--- src/hdl/stre_pkg.sv ---
// Shared types and constants for the spanning tree root election block.
// No dependencies; imported by every module of the block.
package stre_pkg;

   localparam int MASK_W  = 8;
   localparam int PORT_W  = 3;
   localparam int ID_W    = 16;
   localparam int COST_W  = 24;
   localparam int LINK_W  = 16;
   localparam int RPORT_W = 4;
   localparam int SUM_W   = COST_W + 1;
   localparam int QUEUE_DEPTH = 4;
   localparam int QPTR_W  = $clog2(QUEUE_DEPTH);
   localparam int CSR_IDX_W  = 1;
   localparam int CSR_DATA_W = 16;

   localparam logic [RPORT_W-1:0] NO_PORT = RPORT_W'(8);

   localparam logic REQ_ADVERT   = 1'b0;
   localparam logic REQ_ANNOUNCE = 1'b1;

   localparam logic [CSR_IDX_W-1:0] CSR_OWN_ID    = 1'b0;
   localparam logic [CSR_IDX_W-1:0] CSR_PORT_MASK = 1'b1;

   typedef struct packed {
      logic              req_type;
      logic [PORT_W-1:0] arrive_port;
      logic [ID_W-1:0]   msg_root_id;
      logic [COST_W-1:0] msg_cost;
      logic [LINK_W-1:0] link_cost;
      logic              batch_last;
   } req_item_type;

   typedef struct packed {
      logic [PORT_W-1:0]  out_port;
      logic [ID_W-1:0]    out_root_id;
      logic [COST_W-1:0]  out_cost;
      logic [RPORT_W-1:0] root_port;
      logic               out_last;
   } rsp_item_type;

   // one announcement: state snapshot and the ports still to send on
   typedef struct packed {
      logic [ID_W-1:0]    root_id;
      logic [COST_W-1:0]  cost;
      logic [RPORT_W-1:0] root_port;
      logic [MASK_W-1:0]  send_mask;
   } job_type;

   typedef struct packed {
      logic full;
      logic valid;
   } queue_status_type;

endpackage

--- src/hdl/stre_front.sv ---
// Front end: takes items, runs the root comparison, holds election state
// and config, and queues announcement jobs. Uses stre_pkg.
module stre_front
   import stre_pkg::*;
#(
   parameter int PORTS     = 8,
   parameter int COST_BITS = 24
) (
   input  logic                  clock,
   input  logic                  reset,
   input  logic                  req_valid,
   output logic                  req_ready,
   input  req_item_type          req_data,
   input  logic                  csr_write,
   input  logic [CSR_IDX_W-1:0]  csr_index,
   input  logic [CSR_DATA_W-1:0] csr_data,
   input  queue_status_type      q_status,
   output logic                  push,
   output job_type               push_job
);

   localparam logic [32:0] COST_MAX = (33'd1 << COST_BITS) - 33'd1;

   function automatic logic [MASK_W-1:0] port_limit();
      logic [MASK_W-1:0] m;
      m = '0;
      for (int i = 0; i < MASK_W; i++) begin
         if (i < PORTS) m[i] = 1'b1;
      end
      return m;
   endfunction

   localparam logic [MASK_W-1:0] PORT_LIMIT = port_limit();

   logic [MASK_W-1:0]  port_mask_ff, port_mask_in;
   logic [ID_W-1:0]    best_root_ff, best_root_in;
   logic [SUM_W-1:0]   best_cost_ff, best_cost_in;
   logic [RPORT_W-1:0] toward_ff, toward_in;
   logic [PORT_W-1:0]  sender_ff, sender_in;
   logic               changed_ff, changed_in;

   logic              accept, advert, better;
   logic [SUM_W-1:0]  total, total_sat;
   logic [MASK_W-1:0] active;

   assign req_ready = ~q_status.full;
   assign accept    = req_valid & req_ready;
   assign advert    = accept & (req_data.req_type == REQ_ADVERT);
   assign active    = port_mask_ff & PORT_LIMIT;

   assign total     = {1'b0, req_data.msg_cost} + SUM_W'(req_data.link_cost);
   assign total_sat = ({8'd0, total} > COST_MAX) ? COST_MAX[SUM_W-1:0] : total;
   assign better    = (req_data.msg_root_id < best_root_ff) ||
                      ((req_data.msg_root_id == best_root_ff) && (total_sat < best_cost_ff));

   always_comb begin
      port_mask_in = port_mask_ff;
      best_root_in = best_root_ff;
      best_cost_in = best_cost_ff;
      toward_in    = toward_ff;
      sender_in    = sender_ff;
      changed_in   = changed_ff;
      if (csr_write) begin
         unique case (csr_index)
            CSR_OWN_ID: begin
               best_root_in = csr_data[ID_W-1:0];
               best_cost_in = '0;
               toward_in    = NO_PORT;
               sender_in    = '0;
               changed_in   = 1'b0;
            end
            CSR_PORT_MASK: port_mask_in = csr_data[MASK_W-1:0];
            default: ;
         endcase
      end else if (advert) begin
         if (better) begin
            best_root_in = req_data.msg_root_id;
            best_cost_in = total_sat;
            toward_in    = RPORT_W'(req_data.arrive_port);
            sender_in    = req_data.arrive_port;
         end
         changed_in = req_data.batch_last ? 1'b0 : (changed_ff | better);
      end
   end

   always_comb begin
      push_job.root_id   = best_root_in;
      push_job.cost      = best_cost_in[COST_W-1:0];
      push_job.root_port = toward_in;
      push_job.send_mask = '0;
      if (accept && req_data.req_type == REQ_ANNOUNCE) begin
         push_job.send_mask = active;
      end else if (advert && req_data.batch_last && (changed_ff || better)) begin
         push_job.send_mask = active & ~(MASK_W'(1) << sender_in);
      end
   end

   assign push = ~csr_write & (push_job.send_mask != '0);

   always_ff @(posedge clock) begin
      if (reset) begin
         port_mask_ff <= '0;
         best_root_ff <= '0;
         best_cost_ff <= '0;
         toward_ff    <= NO_PORT;
         sender_ff    <= '0;
         changed_ff   <= 1'b0;
      end else begin
         port_mask_ff <= port_mask_in;
         best_root_ff <= best_root_in;
         best_cost_ff <= best_cost_in;
         toward_ff    <= toward_in;
         sender_ff    <= sender_in;
         changed_ff   <= changed_in;
      end
   end

endmodule

--- src/hdl/stre_queue.sv ---
// Short job queue between the front and back ends.
// Uses stre_pkg for the job type and depth.
module stre_queue
   import stre_pkg::*;
(
   input  logic             clock,
   input  logic             reset,
   input  logic             push,
   input  job_type          push_job,
   input  logic             pop,
   output job_type          head,
   output queue_status_type status
);

   job_type           slot_ff [QUEUE_DEPTH];
   logic [QPTR_W-1:0] wr_ptr_ff, wr_ptr_in;
   logic [QPTR_W-1:0] rd_ptr_ff, rd_ptr_in;
   logic [QPTR_W:0]   count_ff, count_in;
   logic              do_push, do_pop;

   assign status.full  = (count_ff == (QPTR_W+1)'(QUEUE_DEPTH));
   assign status.valid = (count_ff != '0);
   assign do_push = push & ~status.full;
   assign do_pop  = pop & status.valid;
   assign head    = slot_ff[rd_ptr_ff];

   always_comb begin
      wr_ptr_in = do_push ? wr_ptr_ff + 1'b1 : wr_ptr_ff;
      rd_ptr_in = do_pop  ? rd_ptr_ff + 1'b1 : rd_ptr_ff;
      count_in  = count_ff + (QPTR_W+1)'(do_push) - (QPTR_W+1)'(do_pop);
   end

   always_ff @(posedge clock) begin
      if (do_push) slot_ff[wr_ptr_ff] <= push_job;
   end

   always_ff @(posedge clock) begin
      if (reset) begin
         wr_ptr_ff <= '0;
         rd_ptr_ff <= '0;
         count_ff  <= '0;
      end else begin
         wr_ptr_ff <= wr_ptr_in;
         rd_ptr_ff <= rd_ptr_in;
         count_ff  <= count_in;
      end
   end

endmodule

--- src/hdl/stre_back.sv ---
// Back end: walks one job's port mask into the result register, one result
// per cycle while rsp_ready or an empty register allows. Uses stre_pkg.
module stre_back
   import stre_pkg::*;
(
   input  logic             clock,
   input  logic             reset,
   input  queue_status_type q_status,
   input  job_type          head,
   output logic             pop,
   output logic             rsp_valid,
   input  logic             rsp_ready,
   output rsp_item_type     rsp_data
);

   job_type           cur_ff, cur_in;
   logic              rsp_valid_ff, rsp_valid_in;
   rsp_item_type      rsp_data_ff, rsp_data_in;
   logic [MASK_W-1:0] low_bit, rest;
   logic [PORT_W-1:0] low_idx;
   logic              emit, cur_done;

   assign low_bit = cur_ff.send_mask & (~cur_ff.send_mask + 1'b1);
   assign rest    = cur_ff.send_mask & ~low_bit;

   always_comb begin
      low_idx = '0;
      for (int i = 0; i < MASK_W; i++) begin
         if (low_bit[i]) low_idx = PORT_W'(i);
      end
   end

   assign emit     = (cur_ff.send_mask != '0) & (~rsp_valid_ff | rsp_ready);
   assign cur_done = (cur_ff.send_mask == '0) | (emit & (rest == '0));
   assign pop      = cur_done & q_status.valid;

   always_comb begin
      cur_in = cur_ff;
      if (pop) cur_in = head;
      else if (emit) cur_in.send_mask = rest;
   end

   always_comb begin
      rsp_data_in = rsp_data_ff;
      if (emit) begin
         rsp_data_in.out_port    = low_idx;
         rsp_data_in.out_root_id = cur_ff.root_id;
         rsp_data_in.out_cost    = cur_ff.cost;
         rsp_data_in.root_port   = cur_ff.root_port;
         rsp_data_in.out_last    = (rest == '0);
      end
      rsp_valid_in = emit | (rsp_valid_ff & ~rsp_ready);
   end

   always_ff @(posedge clock) begin
      rsp_data_ff <= rsp_data_in;
   end

   always_ff @(posedge clock) begin
      if (reset) begin
         cur_ff.send_mask <= '0;
         rsp_valid_ff     <= 1'b0;
      end else begin
         cur_ff           <= cur_in;
         rsp_valid_ff     <= rsp_valid_in;
      end
   end

   assign rsp_valid = rsp_valid_ff;
   assign rsp_data  = rsp_data_ff;

endmodule

--- src/hdl/spanning_tree_root_election.sv ---
// Top level of the spanning tree root election block: front end, job
// queue and back end. Uses stre_pkg, stre_front, stre_queue, stre_back.
//
// One request item is taken every cycle while the four-entry job queue has
// room; the comparison and state update finish in that cycle. A batch end
// that changed the best root or cost, or an announce request, queues one
// job when some port is to be sent on; the back end then gives one result
// per cycle, up to eight for one job, through a single output register, so
// sustained output rate is set by that register and by rsp_ready. Config
// writes take effect at once and there is no clearing pass after reset.
module spanning_tree_root_election
   import stre_pkg::*;
#(
   parameter int PORTS     = 8,
   parameter int COST_BITS = 24
) (
   input  logic                  clock,
   input  logic                  reset,
   input  logic                  req_valid,
   output logic                  req_ready,
   input  req_item_type          req_data,
   output logic                  rsp_valid,
   input  logic                  rsp_ready,
   output rsp_item_type          rsp_data,
   input  logic                  csr_write,
   input  logic [CSR_IDX_W-1:0]  csr_index,
   input  logic [CSR_DATA_W-1:0] csr_data
);

   queue_status_type q_status;
   logic             push, pop;
   job_type          push_job, head;

   stre_front #(
      .PORTS     (PORTS),
      .COST_BITS (COST_BITS)
   ) u_front (
      .clock     (clock),
      .reset     (reset),
      .req_valid (req_valid),
      .req_ready (req_ready),
      .req_data  (req_data),
      .csr_write (csr_write),
      .csr_index (csr_index),
      .csr_data  (csr_data),
      .q_status  (q_status),
      .push      (push),
      .push_job  (push_job)
   );

   stre_queue u_queue (
      .clock    (clock),
      .reset    (reset),
      .push     (push),
      .push_job (push_job),
      .pop      (pop),
      .head     (head),
      .status   (q_status)
   );

   stre_back u_back (
      .clock     (clock),
      .reset     (reset),
      .q_status  (q_status),
      .head      (head),
      .pop       (pop),
      .rsp_valid (rsp_valid),
      .rsp_ready (rsp_ready),
      .rsp_data  (rsp_data)
   );

endmodule

--- config.mk ---
export PLATFORM = sky130hd
export DESIGN_NAME = spanning_tree_root_election
export DESIGN_NICKNAME = d
export VERILOG_FILES = /design/src/hdl/stre_pkg.sv /design/src/hdl/stre_front.sv /design/src/hdl/stre_queue.sv /design/src/hdl/stre_back.sv /design/src/hdl/spanning_tree_root_election.sv
export SDC_FILE = /design/constraint.sdc
export NUM_CORES = 1
export LEC_CHECK = 0
export BUFFER_PORTS_ARGS = -buffer_cell sky130_fd_sc_hd__buf_2
export CAP_MARGIN = 20
export CORE_MARGIN = 4
export CORE_UTILIZATION = 40
export CTS_BUF_LIST = sky130_fd_sc_hd__clkbuf_8
export DETAILED_ROUTE_END_ITERATION = 12
export PLACE_DENSITY_LB_ADDON = 0.3
export RECOVER_POWER = 25
export SYNTH_ARGS = -nofsm -noshare
export SYNTH_HDL_FRONTEND = slang
export SYNTH_SLANG_ARGS = --single-unit
--- constraint.sdc ---
create_clock -name clock -period 20.4 [get_ports clock]
set_clock_uncertainty 0.05 [all_clocks]
set_input_delay 4.08 -clock clock [delete_from_list [all_inputs] [get_ports clock]]
set_output_delay 4.08 -clock clock [all_outputs]
set_load 0.02 [all_outputs]
; ---- Yosys cells after proc, flatten, opt, wreduce, memory -nomap -nowiden
; Memories as Yosys holds them, arrays and structs flattened. A register that Yosys moved wholly into a read port is not among the register bits.
; Index checks and enable logic that the tools add are counted.
[word_totals]
word_cells = 116
ramBits = 208
reg_bits = 165
in_bits = 83
latchBits = 0
romBits = 0
mem_count = 1
output_inout_bits = 50
[memory_table]
columns = memory, words, word_bits, rd, rd_clocked_by_memory_dff, wr, line
row1 = u_queue.slot_ff, 4, 52, 1, 1, 1, stre_queue.sv:15  ; job_type slot_ff [QUEUE_DEPTH];
[op_classes]
n_div = 0
multipliers = 0
n_bitwise = 25
mux = 35
order_cmp = 3
n_reduce_logical = 20
n_shift = 1
eq_ne = 3
add_sub_neg = 6
[ops]
columns = cell, count
row1 = $mux 25, 5
row2 = $mux 16, 4
row3 = $mux 8, 4
row4 = $add 24x16->25, 1
row5 = $gt 25x24->1 const B, 1
row6 = $lt 25x25->1, 1
row7 = $and 8x8->8, 3
row8 = $not 8->8, 3
row9 = $eq 16x16->1, 1
row10 = $logic_not 8->1, 2
row11 = $lt 16x16->1, 1
row12 = $mux 4, 4
row13 = $reduce_bool 8->1, 2
row14 = $mux 2, 6
row15 = $mux 3, 4
row16 = $and 1x1->1, 9
row17 = $add 8x1->8 const B, 1
row18 = $mux 1, 8
row19 = $shl 1x3->8 const A, 1
row20 = $not 1->1, 6
row21 = $reduce_and 2->1, 3
row22 = $reduce_bool 2->1, 3
row23 = $add 2x1->2 const B, 2
row24 = $logic_and 1x1->1, 4
row25 = 10 further kinds, 14

; ---- Longest topological paths before layout
; Gate-level depths: netlist of the first run.
[logic_depth]
word_depth = 19
mapped_depth = 31
ltp_nobuf = 30

; ---- Cells and area by module
; Synthesis of the first run repeated with hierarchy kept, for this count alone.
[unflattened]
hier_cells = 1219
area_unflattened_um2 = 16783.6
[by_module_without_submodules]
columns = module, n_inst, cells_per_inst, area_each_um2
row1 = stre_queue, 1, 321, 8032.7
row2 = stre_front, 1, 708, 5238.8
row3 = stre_back, 1, 190, 3512.1

; ---- Worst setup path before layout of the first run
; Ideal clock, no wire load.
[synth_path]
path_kind = input to register
start = input req_data[1] (netlist name)
end = memory u_queue.slot_ff[0][0] (netlist name), enable pin
required_time_ns = 19.856
setup_slack_ns = 9.837
arrival_time_ns = 10.019
path_stages = 25
path_cell_list = ha_1 -> inv_1 -> fa_1 -> nand2b_1 -> a21oi_1 -> o22a_1 -> a21oi_1 -> o21bai_1 -> nand2_1 -> clkbuf_1 -> nand2_1 -> ha_1 -> o21ai_1 -> o21ai_1 -> a31oi_1 -> or4b_1 -> or2_1 -> o21ba_1 -> buf_6 -> mux2i_4 -> nand3b_2 -> o311a_1 -> or4_1 -> o41a_4 -> and2_1
[synth_rtl]
columns = item, line
row1 = start: declaration, spanning_tree_root_election.sv:21  ; input req_item_type req_data,
row2 = end: declaration, stre_queue.sv:15

==> summary by stage, run 1 <==
Outcome
The run finished, with violations left. The checks that failed: capacitance limit, slew limit.

Detailed routing
The via density per instance is 5.21. The total wire length after detailed routing is 36400 µm. Dividing the detail-routed wire length by the instance count gives 19.8 µm.

The first routing iteration left 682 violations. In the routed design, unresolved DRC markers number 0. The total iterations of the first detailed-routing run is 5.

The remaining antenna violation count is 0. The final route contains 9598 vias.

Synth
The synthesized netlist net count is 1262. Synthesis instantiated 66 different standard cells from the library. Yosys mapped a number of flops with a built-in enable equal to 300. The cell count after synthesis is 1115. The total of warnings raised by yosys is 0.

Among all flip-flop cells after synthesis, the most frequent one is edfxtp_1. The synthesized area per cell is 14.3 µm². The cell area after technology mapping is 0.0159 mm². Counting flops with an async set or reset pin after synthesis yields a share of 0%. The synthesized design contains 375 register bits. Sequential cells were found to cover 66.1% of the synthesized design area.

Global route
In the global route stage, met1 resource usage came out at 23.2%. Summed over all layers, the global routing overflow is 0. The via count of the first global-routing pass came to 9710. The number of antenna violations at the first check in global routing is 1.

The global-route wire length before repair is 56500 µm. The maximum number of pins on one net before global-route repair is 75. The layer flagged by global routing as most heavily used is met2. The met3 track demand over resource in global routing is 2.86%. The met2 track demand over resource in global routing is 27.1%. Global routing used 16.6% of the available tracks.

Floorplanning
The initial utilization of the core area, before any placement, comes to 40.8%. The die span in y is 207 µm. The count of standard-cell rows is 72. Measured along the x axis, the die boundary spans 207 µm. For this design the top-level I/O count stands at 133. The core footprint is 0.0390 mm². The die area is 0.0430 mm².

Critical path
For flop-to-flop paths, the worst setup slack is 15.17 ns. Data on the critical path is required at its endpoint by 20.68 ns. Among the stages of the critical path, the cell type that occurs most often is ha_1.

The type of the worst setup path is input pin to register. The highest cell delay on the worst timing path is 0.63 ns. STA classifies the critical path endpoint as a register. The arrival time at the worst endpoint is 11.44 ns. Measured in cells, the most critical reg-to-reg path has a length of 19.

STA classifies the critical path startpoint as an input pin. The library cell contributing the largest single delay on the critical path is a2111oi_0. The launch instance of the worst register-to-register path is u_front.best_root_ff[15]$_SDFF_PP0_. The worst flop-to-flop path endpoint is u_queue.count_ff[2]$_SDFF_PP0_. The peak fanout along the critical path is 18.

STA
The max-slew violation count came to 215. The share of the clock period used by the worst path after layout is 54.7%. The worst slack on hold paths is 0.356 ns. The total negative slack is 0 ns. The transition at the pin with the smallest max-transition slack is 3.70 ns. The setup violation total in the final timing report is 0. Headroom to the max-slew limit came out at -147%.

The number of hold violations in the final report is 0. Setup repair after global routing left no endpoint under its margin. The routed design could run at a clock period as short as 11.15 ns. The highest clock frequency the design can meet is 89.7 MHz.

Once routing completed, OpenROAD measured the worst setup slack at 9.25 ns.

Placement
The port buffer count is 132. The number of placed instances, taps included, is 1729. The final HPWL from detailed placement is 23700 µm. The routability congestion estimate from global placement is 0.870. The worst slack after detailed placement is 8.87 ns. Once placement finished, the instance area stood at 0.0171 mm².

Layout
In the final layout, the share of cells above drive strength 1 is 20.9%. After routing the design area is 0.0182 mm². The area growth from synthesis to final layout is 14.4%.

The net count of the finished layout is 1420. The non-filler instance count after layout is 1842.

Hold path
The start point of the worst hold path is u_back.cur_ff[42]$_DFFE_PP_. The tightest min-delay check is of the register to register type. For hold timing, the worst endpoint is u_back.rsp_data[35]$_DFFE_PP_.

The cell depth of the worst hold path is 0.

Run
The number of max-cap violations is 5.

CTS
The count of hold-fix buffers inserted at cts is 0. After clock tree synthesis, the clock-pin slew on the worst setup and hold paths is 0.06 ns. The clock tree root buffer cell is clkbuf_8. The H-tree was split into 2 levels. The post-CTS setup buffer count is 0. The post-cts resize count is 0.

Clock tree synthesis found a total of 375 sinks. The CTS tree is yes. The later-pin clock latency in the skew report is 0.60 ns. The clock tree buffer depth is 3. The clock buffer count from CTS is 59.

Power and ir drop
The worst supply voltage drop on vdd is 0.0670 mV. In this run the power density over the cells is 119 mW/mm². The static leakage is 6.57 nW.
==> per-stage QoR <==
| step | total power, mW | util (%) |
|---|---|---|
| detailed placement | 1.62 | 43.9 |
| finish | 2.17 | 46.6 |
| global placement | 1.60 | 43.9 |
| floorplan | 1.43 | - |
| CTS | 2.20 | 46.6 |
| global route | 2.30 | 46.6 |
==> state kept, by name (all words and copies together), names as in the netlist, named ones only <==
register              cells
u_back.cur_ff            52
u_back.rsp_data          48
u_back.rsp_valid          1
u_front.active            8
u_front.best_cost_ff     25
u_front.best_root_ff     16
u_front.changed_ff        1
u_front.sender_ff         3
u_front.toward_ff         4
u_queue.count_ff          3
u_queue.rd_ptr_ff         2
u_queue.slot_ff         208
u_queue.wr_ptr_ff         2
==> critical path: cells and delay by family <==
family                   cells  cell delay (ns)
AO/OA/AOI/OAI               12             3.75
XOR/XNOR                     2             0.32
adder cells (fa/ha/maj)      5             1.23
buffers and inverters        3             0.19
multiplexers                 1             0.26
AND/OR/NAND/NOR              6             1.59
==> cell usage in the layout, fill, tap and decap left out, types with 40 or more instances in the layout <==
cell	count
nor2_1	80
o21ai_0	40
mux4_2	52
clkbuf_8	66
edfxtp_1	300
ha_1	62
buf_2	131
nand2_1	72
dfxtp_1	74
inv_1	91
nor2b_1	43
a21oi_1	68
==> kinds of logic (layout without fill, tap and decap cells) <==
| family | Yosys count | after routing | share of synthesized area, % |
|---|---|---|---|
| adder cells (fa/ha/maj) | 65 | 65 | 5.19 |
| AO/OA/AOI/OAI | 199 | 199 | 7.99 |
| flip-flops | 375 | 375 | 66.1 |
| XOR/XNOR | 20 | 20 | 1.10 |
| multiplexers | 69 | 69 | 8.56 |
| AND/OR/NAND/NOR | 279 | 279 | 8.45 |
| other | 1 | 2 | 0.0236 |
| buffers and inverters | 107 | 315 | 2.57 |
==> cells in the mapped netlist, types with 3 or more instances <==
master / count / share of area, %
edfxtp_1: 300 / 57
nor2_1: 81 / 1.9
dfxtp_1: 75 / 9.4
nand2_1: 72 / 1.7
a21oi_1: 68 / 2.1
inv_1: 64 / 1.5
ha_1: 62 / 4.9
mux4_2: 52 / 7.4
nor2b_1: 43 / 1.7
o21ai_0: 40 / 1.3
clkbuf_1: 35 / 0.83
nand3_1: 18 / 0.57
nor3_1: 16 / 0.50
mux2i_1: 13 / 0.82
xnor2_1: 13 / 0.72
nand4_1: 11 / 0.43
o22ai_1: 11 / 0.43
o311a_1: 9 / 0.57
a32oi_1: 8 / 0.44
nand2b_1: 8 / 0.31
and2_1: 7 / 0.28
xor2_1: 7 / 0.39
a211oi_1: 6 / 0.28
a21o_1: 6 / 0.28
a31oi_1: 6 / 0.24
buf_1: 6 / 0.14
o21bai_1: 6 / 0.28
o21a_1: 5 / 0.24
o21ai_1: 5 / 0.16
a22oi_1: 4 / 0.19
o31ai_1: 4 / 0.19
or2_2: 4 / 0.16
and3_1: 3 / 0.12
nor4_1: 3 / 0.12
o32ai_1: 3 / 0.17
or3_1: 3 / 0.12
or4_1: 3 / 0.14
==> final cells by class <==
cell class              instances  area (µm²)
multi-input cells             633        5000
repair buffers                139         697
inverters                      65         244
diodes                          1        2.50
flip-flops and latches        375       10500
well taps                     518         648
fillers                      3398       20800
clock buffers                  66         908
clock inverters                45         174
==> how the worst max path moves through the flow <==
stage,startpoint,cells past startpoint,to,slack (ns)
floorplan,req_data[1],25,u_queue.slot_ff[0][0]$_DFFE_PP_,9.84
global placement,req_data[1],29,u_queue.count_ff[2]$_SDFF_PP0_,9.14
detailed placement,req_data[1],29,u_queue.count_ff[2]$_SDFF_PP0_,8.87
CTS,req_data[1],29,u_queue.count_ff[2]$_SDFF_PP0_,9.50
global route,req_data[1],29,u_queue.count_ff[2]$_SDFF_PP0_,8.75
finish,req_data[1],29,u_queue.count_ff[2]$_SDFF_PP0_,9.25
==> power by group <==
part,internal (mW),switching (mW),total [mW],leakage (nW)
combinational,0.194,0.327,0.521,2.47
sequential,1.01,0.0674,1.07,3.45
clock,0.294,0.282,0.576,0.656
total,1.50,0.677,2.17,6.57
==> routing by layer <==
| layer | vias up | share of wire [%] |
|---|---|---|
| met5 | - | 0 |
| met4 | 0 | 1.8 |
| met3 | 41 | 4.9 |
| met2 | 278 | 48 |
| met1 | 4742 | 45 |
| li1 | 4537 | - |
No activity file was read; power rests on OpenSTA's default activity.
==> inputs of run 2 (changes only) <==
--- a/config.mk
+++ b/config.mk
@@ -5,6 +5,7 @@
 export SDC_FILE = /design/constraint.sdc
 export NUM_CORES = 1
 export LEC_CHECK = 0
+export ABC_AREA = 1
 export BUFFER_PORTS_ARGS = -buffer_cell sky130_fd_sc_hd__buf_2
 export CAP_MARGIN = 20
 export CORE_MARGIN = 4
==> constraint.sdc (replaced) <==
create_clock -name clock -period 11.4 [get_ports clock]
set_clock_uncertainty 0.05 [all_clocks]
set_input_delay 2.28 -clock clock [delete_from_list [all_inputs] [get_ports clock]]
set_output_delay 2.28 -clock clock [all_outputs]
set_load 0.02 [all_outputs]
==> run 2 against run 1 <==
  * The run still ends with capacitance limit, slew limit left
  * Clock power grew 110%
  * Power grew 90%
  * Global-route usage grew 0.27 points
  * Critical path type unchanged
  * Largest cell class unchanged
==> summary by stage, run 2 <==
STA
Timing would allow up to 120 MHz. The number of hold violations in the final report was 0. Summed over all failing endpoints, the final setup total negative slack is 0 ns. The worst slew margin relative to its limit is -194%. The worst slack on hold paths is 0.360 ns. The smallest clock period supported by the final layout is computed as 8.33 ns. The share of the clock period used by the worst path after layout is 73.1%.

The transition at the pin with the smallest max-transition slack is 4.42 ns. Setup repair after global routing left no endpoint under its margin. The max-slew violation count is 324.

The setup violation total in the final timing report is 0.

Detailed routing
The average wire per cell in the routed design is 16.9 µm. The total wire length after detailed routing is 37500 µm. Once detail routing completed, the nets flagged for antenna violations numbered 0. For this run, the detailed router's first-pass iteration total came to 5.

The via density per instance is 5.04. The routed via count is 11153. The violation count after the first detailed-routing iteration is 774. In the routed design, unresolved DRC markers number 0.

Synth
The synthesized area per cell is 10.9 µm². The part of the Yosys area used for sequential elements is 64.9%. Yosys mapped the design onto 43 distinct sky130hd cell types.

The area share of fa/ha/maj cells after synthesis is 5.04%. The synthesized netlist devotes 1.14% of its cell area to XOR and XNOR gates. The share of synthesized area spent on multiplexers is 0%. The share of flip-flops with an asynchronous set or reset is 0%. The cell area after technology mapping is 0.0162 mm². After synthesis, the cell types taking the most area are edfxtp_1 56%, dfxtp_1 9.3%, o21ai_0 5.7%, nand2_1 5.4%, ha_1 4.8%. Summed over its instances, the top area cell type makes up 55.6% of the synthesized netlist area. The cell count after synthesis is 1492. The synthesized netlist net count is 1639.

The simple-gate share of the synthesized area is 11.6%. The compound-cell area share of the yosys netlist is 13.0%. For this run, the number of Yosys warnings is 0. In the synthesized netlist the dominant register cell turns out to be edfxtp_1.

The cell type contributing the most total cell area after synthesis is edfxtp_1. In this run, synthesis inferred 300 flip-flops with an integrated enable. After synthesis, the largest family of logic cells by area is compound AO/OA/AOI/OAI gates.

The post-synthesis sequential element count is 375. The commonest cells after synthesis are 300 x edfxtp_1, 232 x nand2_1, 184 x o21ai_0, 168 x nor2_1, 118 x inv_1. By instance count, the leading cell after synthesis is edfxtp_1.

CTS
Hold repair after CTS inserted 0 buffers. The clock buffer count from CTS is 61. The maximum level of the CTS H-tree is 2. The CTS tree is yes. After clock tree synthesis, the clock-pin slew on the worst setup and hold paths is 0.06 ns. Clock tree synthesis selected as its root buffer the cell clkbuf_8. Gates resized during post-CTS repair numbered 0. After clock tree synthesis, the setup repair step added 0 buffers.

The clock tree buffer depth is 3. At the later pin of the worst-skew pair, clock insertion delay measures 0.64 ns. The tree built by TritonCTS fans out to 375 sinks.

Global route
The via count of the first global-routing pass came to 10769. The leftover overflow at the end of global routing is 0. The global-route usage over all layers is 16.9%. The first global-routing pass estimated 59100 µm of wire.

The met3 track demand over resource in global routing is 3.03%. The maximum number of pins on one net before global-route repair is 106. For this run, global-route usage on met1 was measured as 25.1%. The layer flagged by global routing as most heavily used is met2. The number of antenna violations at the first check in global routing is 0. The met2 track demand over resource in global routing is 25.5%.

Layout
The register with the most flip-flops in the layout has 208 of them. The area growth from synthesis to final layout is 15.1%. Once layout is done, the placed cells without fillers occupy 0.0187 mm². The share of cells above drive strength 1 is 13.5%. The register containing the most flip-flops in the final layout is u_queue.slot_ff. The net count of the finished layout is 1783. The top cell types in the final layout, fill and taps aside, are 300 x edfxtp_1, 232 x nand2_1, 184 x o21ai_0. Cells fill 46.7% of the core in the end. Leaving out fill and tap cells, the most frequent cell in the layout is edfxtp_1.

Placement
The port buffer count is 132. The placed cell area is 0.0174 mm². At the end of routability-driven placement, the weighted congestion stood at 0.896. Summed over all nets, the half-perimeter wirelength after detailed placement is 24400 µm.

Power and ir drop
The fraction of power consumed by sequential logic is 46.0%. The internal power is 2.79 mW. Summed over all nets, the switching power comes to 1.33 mW.

The switching part of the total power is 32.3%. The combinational power share is 24.3%. The clock network is responsible for 29.8% of the overall power. The design draws 4.12 mW. Across the VDD grid, the largest voltage drop is 0.100 mV. Dividing total power by cell area gives a power density of 221 mW/mm². The static leakage is 7.28 nW.

Critical path
The largest single stage delay on the critical path is 0.74 ns. In this run the worst path has a maximum fanout of 63. On the critical path the largest part of the delay comes from simple AND/OR/NAND/NOR gates. STA puts the critical path data arrival time at 8.54 ns. The library cell contributing the largest single delay on the critical path is nor2_4. The critical path contains buffers and inverters numbering 3 combined. The required time of the critical path is 11.61 ns. The most used cell along the critical path is nand2_1. The kind of capture point of the worst setup path is a register.

The worst setup path is launched from an input pin. The worst setup path is of the input pin to register kind.

Floorplanning
The initial cell density of the core is 40.6%. From bottom edge to top edge, the die measures 209 µm. The core footprint is 0.0399 mm². From left edge to right edge, the die measures 209 µm.

The count of standard-cell rows is 73. The I/O pin total is 133. The die area is 0.0438 mm².

Outcome
The checks that failed: capacitance limit, slew limit. The run finished, with violations left.

Hold path
The path class of the tightest hold or removal check is register to register.

Run
Across the run, the number of max-cap violations was 4.
==> run 2: cell types whose count changed after synthesis, moves of 22 or more <==
cell,delta
nor2b_1,-43
o22ai_1,+38
nand2_1,+160
inv_1,+54
clkbuf_1,+22
a21oi_1,+40
o21ai_0,+144
nor2_1,+87
mux4_2,-52
==> run 2: path summary, 6_finish.rpt <==
kind	cells past startpoint	slack (ns)	start	end
hold reg to reg	0	0.36	u_back.cur_ff[13]$_DFFE_PP_	u_back.rsp_data[6]$_DFFE_PP_
hold / removal	0	0.36	u_back.cur_ff[13]$_DFFE_PP_	u_back.rsp_data[6]$_DFFE_PP_
setup reg to reg	5	4.37	register	u_back.cur_ff[45]$_DFFE_PP_
setup / recovery	42	3.07	req_data[2]	u_queue.slot_ff[3][35]$_DFFE_PP_
==> run 2: logic make-up (layout without fill, tap and decap cells) <==
logic type | after synthesis | after routing
DFF | 375 | 375
xor gates and xnor gates | 21 | 21
buffers and inverters | 185 | 382
AOI/OAI and AO/OA | 382 | 382
other | 1 | 2
and+or+nand+nor | 464 | 464
adders and majority gates | 64 | 64
==> run 2: power groups by stage <==
| stage | logic, mW | registers (mW) | clock network [mW] |
|---|---|---|---|
| after global routing | 1.12 | 1.92 | 1.33 |
| after floorplan | 0.544 | 2.03 | 0 |
| final | 0.999 | 1.89 | 1.23 |
| after CTS | 1.03 | 1.89 | 1.26 |
| after global placement | 1.01 | 1.91 | 0 |
| after detailed placement | 1.02 | 1.91 | 0 |
==> run 2: layer usage <==
layer | wire length (µm) | share of wire (%)
met1 | 18600 | 50
met2 | 16200 | 43
met3 | 2150 | 5.7
met4 | 556 | 1.5
met5 | 0 | 0
==> run 2: layout make-up <==
class                           count  area [µm²]
Fill cell                        3665       21300
Sequential cell                   375       10500
Multi-Input combinational cell    932        5030
Clock buffer                       65         895
Timing Repair Buffer              143         678
Tap cell                          525         657
Inverter                          123         463
Clock inverter                     51         412
Antenna cell                        1        2.50
==> run 2: stage by stage <==
| stage | worst slack, ns | std cells |
|---|---|---|
| final | 3.07 | 2215 |
| after global routing | 2.28 | 2214 |
| after CTS | 3.07 | 2214 |
| after detailed placement | 2.41 | 2098 |
| after global placement | 2.52 | 2098 |
| after floorplan | 2.67 | 1492 |
